$ cat config.mk
export PLATFORM = sky130hd
export DESIGN_NAME = mtwm_pen_ctrl
export DESIGN_NICKNAME = d
export VERILOG_FILES = /design/src/rtl/mtwm_pkg.sv /design/src/rtl/mtwm_pen_ctrl.sv
export SDC_FILE = /design/constraint.sdc
export NUM_CORES = 1
export LEC_CHECK = 0
export BUFFER_PORTS_ARGS = -buffer_cell sky130_fd_sc_hd__buf_2
export CAP_MARGIN = 5
export CORE_ASPECT_RATIO = 0.6
export CORE_UTILIZATION = 52
export CTS_CLUSTER_DIAMETER = 100
export DETAILED_ROUTE_END_ITERATION = 10
export MAX_ROUTING_LAYER = met4
export PLACE_DENSITY_LB_ADDON = 0.05
export SYNTH_ARGS = -nofsm -noshare
export SYNTH_HDL_FRONTEND = slang
export SYNTH_SLANG_ARGS = --single-unit
$ cat constraint.sdc
create_clock -name clk_i -period 4.4 [get_ports clk_i]
set_input_delay 0.22 -clock clk_i [delete_from_list [all_inputs] [get_ports clk_i]]
set_output_delay 0.22 -clock clk_i [all_outputs]
set_load 0.1 [all_outputs]
$ cat src/rtl/mtwm_pkg.sv
// Shared types, character codes and helper functions for the text width meter.
// Depends on nothing; the glyph table, the pen controller and the top level import it.
`default_nettype none

package mtwm_pkg;

  localparam int unsigned GLYPH_W       = 16;
  localparam int unsigned PEN_W         = 32;
  localparam int unsigned SUM_W         = 34;
  localparam int unsigned CODE_W        = 15;
  localparam int unsigned CODE_VALUE_MAX = 32767;
  localparam int unsigned CFG_IDX_W     = 3;
  localparam int unsigned CFG_DATA_W    = 24;

  // Character codes the parser looks at.
  localparam logic [7:0] CH_NUL   = 8'd0;
  localparam logic [7:0] CH_CTRL3 = 8'd3;
  localparam logic [7:0] CH_LF    = 8'd10;
  localparam logic [7:0] CH_CR    = 8'd13;
  localparam logic [7:0] CH_PLUS  = 8'd43;
  localparam logic [7:0] CH_MINUS = 8'd45;
  localparam logic [7:0] CH_0     = 8'd48;
  localparam logic [7:0] CH_1     = 8'd49;
  localparam logic [7:0] CH_9     = 8'd57;
  localparam logic [7:0] CH_TILDE = 8'd126;
  localparam logic [7:0] CH_H_UP  = 8'd72;
  localparam logic [7:0] CH_H_LO  = 8'd104;
  localparam logic [7:0] CH_J_UP  = 8'd74;
  localparam logic [7:0] CH_J_LO  = 8'd106;
  localparam logic [7:0] CH_K_UP  = 8'd75;
  localparam logic [7:0] CH_K_LO  = 8'd107;
  localparam logic [7:0] CH_L_UP  = 8'd76;
  localparam logic [7:0] CH_L_LO  = 8'd108;
  localparam logic [7:0] CH_N_UP  = 8'd78;
  localparam logic [7:0] CH_N_LO  = 8'd110;
  localparam logic [7:0] CH_U_UP  = 8'd85;
  localparam logic [7:0] CH_U_LO  = 8'd117;
  localparam logic [7:0] CH_V_UP  = 8'd86;
  localparam logic [7:0] CH_V_LO  = 8'd118;
  localparam logic [7:0] CH_W_UP  = 8'd87;
  localparam logic [7:0] CH_W_LO  = 8'd119;
  localparam logic [7:0] CH_Y_UP  = 8'd89;
  localparam logic [7:0] CH_Y_LO  = 8'd121;
  localparam logic [7:0] CH_Z_UP  = 8'd90;
  localparam logic [7:0] CH_Z_LO  = 8'd122;

  typedef enum logic [1:0] {
    PH_NORMAL = 2'd0,
    PH_TILDE  = 2'd1,
    PH_CODE   = 2'd2,
    PH_CTRL   = 2'd3
  } phase_e;

  typedef enum logic [1:0] {
    SG_NONE  = 2'd0,
    SG_PLUS  = 2'd1,
    SG_MINUS = 2'd2
  } sign_e;

  typedef enum logic [CFG_IDX_W-1:0] {
    CFG_START_LARGE = 3'd0,
    CFG_START_KERN  = 3'd1,
    CFG_SMALL_SCALE = 3'd2,
    CFG_LARGE_SCALE = 3'd3,
    CFG_SMALL_ADV   = 3'd4,
    CFG_LARGE_ADV   = 3'd5
  } cfg_idx_e;

  typedef struct packed {
    logic        start_large;
    logic        start_kern;
    logic [15:0] small_scale;
    logic [15:0] large_scale;
    logic [23:0] small_adv;
    logic [23:0] large_adv;
  } cfg_t;

  // Clamp a wide signed sum to the signed 32-bit pen range.
  function automatic logic signed [PEN_W-1:0] sat_pen(input logic signed [SUM_W-1:0] v);
    logic signed [PEN_W-1:0] r;
    if (v > SUM_W'(signed'(32'h7fff_ffff))) begin
      r = 32'sh7fff_ffff;
    end else if (v < -SUM_W'(signed'(35'sh8000_0000))) begin
      r = 32'sh8000_0000;
    end else begin
      r = v[PEN_W-1:0];
    end
    return r;
  endfunction

  function automatic logic sat_hit(input logic signed [SUM_W-1:0] v);
    return (v[SUM_W-1:PEN_W-1] != '0) && (v[SUM_W-1:PEN_W-1] != '1);
  endfunction

endpackage

`default_nettype wire

$ cat src/rtl/mtwm_pen_ctrl.sv
// Markup parser and pen accumulator: applies one measured byte per cycle while step_i is set.
// Uses mtwm_pkg for codes, phase and sign types and the saturation helpers.
`default_nettype none

module mtwm_pen_ctrl (
  input  logic                          clk_i,
  input  logic                          rst_ni,
  input  logic                          step_i,
  input  logic [7:0]                    text_byte_i,
  input  logic [31:0]                   prod_small_i,
  input  logic [31:0]                   prod_large_i,
  input  mtwm_pkg::cfg_t                cfg_i,
  output logic                          emit_o,
  output logic signed [31:0]            width_x_o,
  output logic                          width_sat_o
);
  import mtwm_pkg::*;

  logic signed [PEN_W-1:0] pen_q, pen_d, saved_q, saved_d;
  logic                    large_q, large_d, kern_q, kern_d;
  logic                    in_str_q, in_str_d, ovf_q, ovf_d;
  phase_e                  phase_q, phase_d;
  sign_e                   sign_q, sign_d;
  logic [CODE_W-1:0]       value_q, value_d;

  logic                    eff_large, eff_kern;
  logic [PEN_W-1:0]        step;
  logic signed [SUM_W-1:0] glyph_sum, code_sum, code_base, code_off;
  logic [18:0]             acc;
  logic                    is_digit;

  // The first measured byte of a string takes the start flags.
  assign eff_large = in_str_q ? large_q : cfg_i.start_large;
  assign eff_kern  = in_str_q ? kern_q  : cfg_i.start_kern;

  // Glyph advance: a byte after a control byte always takes the fixed advance.
  always_comb begin
    if (eff_kern && (phase_q != PH_CTRL)) begin
      step = eff_large ? prod_large_i : prod_small_i;
    end else begin
      step = eff_large ? PEN_W'(cfg_i.large_adv) : PEN_W'(cfg_i.small_adv);
    end
  end

  assign glyph_sum = SUM_W'(pen_q) + signed'({2'b00, step});

  assign code_base = (sign_q == SG_NONE) ? '0 : SUM_W'(pen_q);
  assign code_off  = (sign_q == SG_MINUS) ? -signed'({3'b000, value_q, 16'h0000})
                                          :  signed'({3'b000, value_q, 16'h0000});
  assign code_sum  = code_base + code_off;

  assign acc      = 19'({4'b0000, value_q}) * 19'd10 + 19'(text_byte_i - CH_0);
  assign is_digit = (text_byte_i >= CH_0) && (text_byte_i <= CH_9);

  always_comb begin
    pen_d    = pen_q;
    saved_d  = saved_q;
    large_d  = large_q;
    kern_d   = kern_q;
    in_str_d = in_str_q;
    ovf_d    = ovf_q;
    phase_d  = phase_q;
    sign_d   = sign_q;
    value_d  = value_q;
    if (step_i) begin
      if (text_byte_i == CH_NUL) begin
        pen_d    = '0;
        large_d  = cfg_i.start_large;
        kern_d   = cfg_i.start_kern;
        in_str_d = 1'b0;
        ovf_d    = 1'b0;
        phase_d  = PH_NORMAL;
        sign_d   = SG_NONE;
        value_d  = '0;
      end else begin
        logic text_en;
        text_en  = 1'b0;
        large_d  = eff_large;
        kern_d   = eff_kern;
        in_str_d = 1'b1;
        case (phase_q)
          PH_TILDE: begin
            phase_d = PH_NORMAL;
            sign_d  = SG_NONE;
            value_d = '0;
            if (text_byte_i == CH_PLUS || text_byte_i == CH_MINUS) begin
              sign_d  = (text_byte_i == CH_PLUS) ? SG_PLUS : SG_MINUS;
              phase_d = PH_CODE;
            end else if (text_byte_i == CH_Y_LO || text_byte_i == CH_Y_UP) begin
              saved_d = pen_q;
            end else if (text_byte_i == CH_Z_LO || text_byte_i == CH_Z_UP) begin
              pen_d = saved_q;
            end else if (is_digit) begin
              value_d = CODE_W'(text_byte_i - CH_0);
              phase_d = PH_CODE;
            end else begin
              text_en = 1'b1;
            end
          end
          PH_CODE: begin
            phase_d = PH_NORMAL;
            sign_d  = SG_NONE;
            value_d = '0;
            case (text_byte_i)
              CH_N_LO, CH_N_UP: large_d = (value_q != '0);
              CH_K_LO, CH_K_UP: kern_d = (value_q != '0);
              CH_H_LO, CH_H_UP: begin
                pen_d = sat_pen(code_sum);
                ovf_d = ovf_q | sat_hit(code_sum);
              end
              CH_L_LO, CH_L_UP, CH_W_LO, CH_W_UP, CH_J_LO, CH_J_UP,
              CH_V_LO, CH_V_UP, CH_U_LO, CH_U_UP, CH_0: begin
                phase_d = PH_NORMAL;
              end
              default: begin
                if (text_byte_i >= CH_1 && text_byte_i <= CH_9) begin
                  // Digits 1 to 9 keep the code open and saturate the value.
                  phase_d = PH_CODE;
                  sign_d  = sign_q;
                  value_d = (acc > 19'(CODE_VALUE_MAX)) ? CODE_W'(CODE_VALUE_MAX)
                                                        : acc[CODE_W-1:0];
                end else begin
                  text_en = 1'b1;
                end
              end
            endcase
          end
          PH_CTRL: begin
            phase_d = PH_NORMAL;
            pen_d   = sat_pen(glyph_sum);
            ovf_d   = ovf_q | sat_hit(glyph_sum);
          end
          default: begin
            if (text_byte_i <= CH_CTRL3) begin
              phase_d = PH_CTRL;
            end else if (text_byte_i == CH_TILDE) begin
              phase_d = PH_TILDE;
            end else begin
              text_en = 1'b1;
            end
          end
        endcase
        if (text_en) begin
          if (text_byte_i == CH_LF || text_byte_i == CH_CR) begin
            pen_d = '0;
          end else begin
            pen_d = sat_pen(glyph_sum);
            ovf_d = ovf_q | sat_hit(glyph_sum);
          end
        end
      end
    end
  end

  always_ff @(posedge clk_i or negedge rst_ni) begin
    if (!rst_ni) begin
      pen_q    <= '0;
      saved_q  <= '0;
      large_q  <= 1'b0;
      kern_q   <= 1'b0;
      in_str_q <= 1'b0;
      ovf_q    <= 1'b0;
      phase_q  <= PH_NORMAL;
      sign_q   <= SG_NONE;
      value_q  <= '0;
    end else begin
      pen_q    <= pen_d;
      saved_q  <= saved_d;
      large_q  <= large_d;
      kern_q   <= kern_d;
      in_str_q <= in_str_d;
      ovf_q    <= ovf_d;
      phase_q  <= phase_d;
      sign_q   <= sign_d;
      value_q  <= value_d;
    end
  end

  assign emit_o      = step_i && (text_byte_i == CH_NUL);
  assign width_x_o   = pen_q;
  assign width_sat_o = ovf_q;

endmodule

`default_nettype wire

; After elaboration in Yosys (flattened, before gate mapping)
; Cells that the tools add are included.
[word_totals]
out_inout_bits = 34
rom_bits = 0
ram_bits = 0
latch_bits = 0
n_memories = 0
ff_bits = 87
inputBits = 157
[classes]
eq_ne = 38
addsub = 6
muxes = 67
reduce_logical = 27
bitwise = 4
multipliers = 1
shift = 0
n_div = 0
n_lt_le_gt_ge = 9
[ops]
columns = cell, n
row1 = $mux 32, 13
row2 = $eq 8x7->1 const B, 21
row3 = $mux 15, 8
row4 = $pmux 32 s3, 1
row5 = $gt 34x32->1 const B, 2
row6 = $lt 34x32->1 const B, 2
row7 = $mux 34, 2
row8 = $add 32x33->34, 1
row9 = $add 34x34->34, 1
row10 = $neg 31->34, 1
row11 = $pmux 15 s2, 1
row12 = $mux 2, 14
row13 = $eq 8x6->1 const B, 3
row14 = $mux 24, 1
row15 = $mux 1, 23
row16 = $add 19x19->19, 1
row17 = $gt 19x15->1 const B, 1
row18 = $mul 15x3->18 const B, 1
row19 = $sub 8x6->9 const B, 2
row20 = $reduce_or 17->1, 1
row21 = $eq 8x4->1 const B, 2
row22 = $ge 8x6->1 const B, 2
row23 = $ne 4x4->1 const B, 4
row24 = $reduce_bool 15->1, 1
row25 = 25 further kinds, 43

; Depth between registers and ports, before layout
[depth]
ltp_word = 11
depth_mapped = 20
ltp_nobuf = 20

; Worst setup path after synthesis
; No wires, ideal clock.
[synth_timing]
kind = reg-to-reg
from = reg value_q[1]
to = reg value_q[4]
path_slack_ns = -0.180
required_time_ns = 4.274
setup_ns = 0.126
t_arrival_ns = 4.454
synth_period_minus_slack_ns = 4.580
path_stages_with_launch = 21
cell_sequence = dfrtp_1 -> ha_1 -> ha_1 -> fa_1 -> a21o_1 -> a21oi_1 -> o21ai_0 -> o41a_1 -> a41oi_1 -> nand2b_1 -> a21oi_1 -> xnor2_1 -> ha_1 -> inv_1 -> o21ai_0 -> a21oi_1 -> o31ai_1 -> xnor2_1 -> xnor2_1 -> o31a_1 -> a221o_1
[synth_via]
elab_chain_len = 8
[synth_rtl]
columns = element, line_no
row1 = "start, declared", mtwm_pen_ctrl.sv:24  ; logic [CODE_W-1:0] value_q, value_d;
row2 = "start signal, assigned", mtwm_pen_ctrl.sv:175  ; value_q <= value_d;
row3 = $mul 15x3->18 (*), mtwm_pen_ctrl.sv:52  ; assign acc = 19'({4'b0000, value_q}) * 19'd10 + 19'(text_byte_i - CH_0);
row4 = $add 19x19->19 (*), mtwm_pen_ctrl.sv:52
row5 = $gt 19x15->1, mtwm_pen_ctrl.sv:120  ; value_d = (acc > 19'(CODE_VALUE_MAX)) ? CODE_W'(CODE_VALUE_MAX)
row6 = $mux 15 (*), mtwm_pen_ctrl.sv:120
row7 = $mux 15 (*), mtwm_pen_ctrl.sv:116  ; if (text_byte_i >= CH_1 && text_byte_i <= CH_9) begin
row8 = $mux 15 (*), mtwm_pen_ctrl.sv:104  ; case (text_byte_i)
row9 = $pmux 15 s2 (*), mtwm_pen_ctrl.sv:81  ; case (phase_q)
row10 = $mux 15 (*), mtwm_pen_ctrl.sv:66  ; if (text_byte_i == CH_NUL) begin
; Mark *: on every way between the ends. The rest lies on a longest branch, timed or not.
; A chain may end at the register's enable or synchronous reset.

; Final worst setup path
[layout_timing]
from = reg value_q[3]
to = reg value_q[4]
; The elaborated chain is that of the path after synthesis.

==> qor.yml <==
finalHoldViolCount: 0
pwr-share-seq: 0.157
yosysSeqAreaShare: 0.217
grt.total_usage: 0.335
start_util: 0.543
final-max-slew-violation-count: 0
cp.arrival_ps: 4650
synthTopCellsByCount: "114 x nand2_1, 102 x ha_1, 99 x a21oi_1"
p_sw_frac: 0.551
power.leakage_nw: 6.06
nNetsFinal: 1657
grt_max_degree: 47
core-area_mm2: 0.0184
dp_cells: 1599
grt_setup_unrepaired: "true"
h-tree-depth: 3
holdWs_ps: 132
min_path_type: "in2reg"
die_y_um: 110
worstSetupPathType: "reg2reg"
fin_util: 0.679
timing.max_cap.violations: 0
clk_pin_slew_ps: 80
post_drt_wl_per_cell_um: 20.1
synth_seq_cells: 87
antenna_found_initial: 0
grt_pass1_wl_um: 49600
dr.pass1.iters: 6
syn_inst: 1151
ys.flop_type: "dfrtp_1"
drc: 0
power_density_mw_per_mm2: 641
internal-power_mw: 3.60
drt-initial-drc-count: 1189
max_freq_mhz: 228
via_count: 10300
overflow: 0
max_stage_delay_ps: 410
ys_warn_count: 0
cp_max_fo: 4
rows: 38
fin_crit_sh: 0.997
min_period_ps: 4390
wl_um: 32900
clkSinkCount: 87
cts_tree: "done"
dieArea_mm2: 0.0199
status: "finished clean"
preCtsSetupSlack_ps: -250
p_comb_frac: 0.742
synth.distinct_cells: 97
setup_violations: 0
worstMarginPinSlew_ps: 895
fp.dieW_um: 181
instances_no_fill: 1639
routabilityCongestion: 0.973
place.port_buffers: 158
diodes: 0
cp_slowest_cell: "dfrtp_1"
avgSynthCellArea_um2: 8.71
grt_pass1_vias: 8987
synth_top_area_cell: "dfrtp_1"
fin_skew_ps: 12.7
clockRootBuffer: "clkbuf_16"
area_delta_synth_final_pct: 24.9
worstPathRequired_ps: 4660
power_frac_clock: 0.101
clockBufferDepth: 2
via_per_inst: 6.30
pin_count: 191
clock_latency_ps: 370
slew_headroom: 0.399
layout-drive-gt1-share: 0.321
startpoint_type: "register"
numCtsBuffers: 9
async_flop_share: 1.00
drtAntennaViolNets: 0
power.switching_mw: 4.42
synth_top_area_frac: 0.217
cp.buffers_inverters: 0
dp_hpwl_um: 25700
synth-edff-count: 0
worst_setup_path_end_kind: "register"
netlist_area_mm2: 0.0100
peakVddDrop_v: 0.000521
crit_family: "compound AO/OA/AOI/OAI gates"
placed_area_mm2: 0.0116
synth_most_common_cell: "nand2_1"
syn_nets: 1414
setup_ws_ps: 12.9
path_cells: "ha_4 > ha_4 > fa_2 > a21o_1 > a21oi_2 > o21ai_2 > o41a_1 > a41oi_2 > nand2b_1 > a21oi_2 > xnor2_1 > ha_1 > or3_1 > a21boi_1 > mux2i_1 > a21o_2 > o31a_1 > a221o_1"
fin_area_mm2: 0.0125
yosys-top-cells-area: "dfrtp_1 22%, ha_1 13%, mux4_2 5.4%, a21oi_1 4.9%, nand2_1 4.3%"
fillCellCount: 1590
## registers in the layout, summed over array words and instances, names as in the netlist
register     count
width_x_o       32
value_q         15
kern_q           1
in_str_q         1
large_q          1
width_sat_o      1
sign_q           2
saved_q         32
phase_q          2
## worst min-delay path, stage by stage
cell and delay (ps):
buf_2 110, nand2_1 50, a31oi_1 70
## through the flow
stage               power [mW]  setup TNS (ps)
global route              8.52           -1330
detailed placement        6.87           -1930
global placement          6.82           -1350
CTS                       7.70           -83.3
floorplan                 5.30           -24.9
finish                    8.03               0
## cells in the final DEF, fill, tap and decap left out, types with 20 or more instances in the layout
master	synthesis	routed
a21o_1	30	28
a21oi_1	99	84
a22oi_1	23	23
buf_2	8	157
buf_4	1	102
dfrtp_1	87	86
ha_1	102	92
inv_1	37	36
mux2_2	35	34
mux4_2	24	24
nand2_1	114	114
nand3_1	49	48
nor2_1	75	74
nor2b_1	20	20
o21ai_0	61	52
xnor2_1	47	46
xor2_1	32	32
## kinds of logic after synthesis
logic type	count (synthesis)	share of synthesized area
DFF	87	0.217
adders and majority gates	106	0.135
buffers and inverters	76	0.0357
and+or+nand+nor	354	0.173
muxes	63	0.0973
AOI/OAI and AO/OA	384	0.269
xor gates and xnor gates	81	0.0723
## worst paths after layout
| kind | startpoint | to | slack (ps) | cells after the start |
|---|---|---|---|---|
| min reg2reg | saved_q[26] | width_x_o[26] | 510 | 2 |
| min | cfg_i[81] | large_q | 130 | 3 |
| max in group asynchronous | rst_ni | width_x_o[3] | 2970 | 3 |
| min in group asynchronous | rst_ni | value_q[13] | 380 | 2 |
| max reg2reg | value_q[3] | value_q[4] | 10 | 18 |
| max | value_q[3] | value_q[4] | 10 | 18 |
## layer usage
metal | vias to the layer above | part of all wire | track usage
met5 | - | 0 | -
met4 | 0 | 0.0050 | 0.0369
met3 | 27 | 0.12 | 0.0934
met2 | 523 | 0.37 | 0.406
met1 | 4925 | 0.51 | 0.536
li1 | 4845 | - | -
## power groups by stage
stage / registers, mW / logic (mW) / clock network (mW)
floorplan: 2.17 / 3.13 / 0
global placement: 1.27 / 5.55 / 0
detailed placement: 1.26 / 5.60 / 0
CTS: 1.25 / 5.64 / 0.815
global route: 1.28 / 6.40 / 0.844
finish: 1.26 / 5.95 / 0.808
## area by class of cell
class	instances	area (µm²)	share of cell area
multi-input cells	989	7840	0.627
repair buffers	270	1760	0.140
clock buffers	9	225	0.0180
flip-flops and latches	87	2180	0.174
well taps	240	300	0.0240
inverters	37	139	0.0111
clock inverters	7	73.8	0.00590
## repair_timing
action,CTS,global route
endpoints found under the hold margin,41,0
pin swaps,17,16
endpoints found under the setup margin,15,48
gates resized for setup,13,60
hold buffers,1,0
gates cloned,0,2
buffers inserted,4,17
Power figures use the tool's default switching activity.
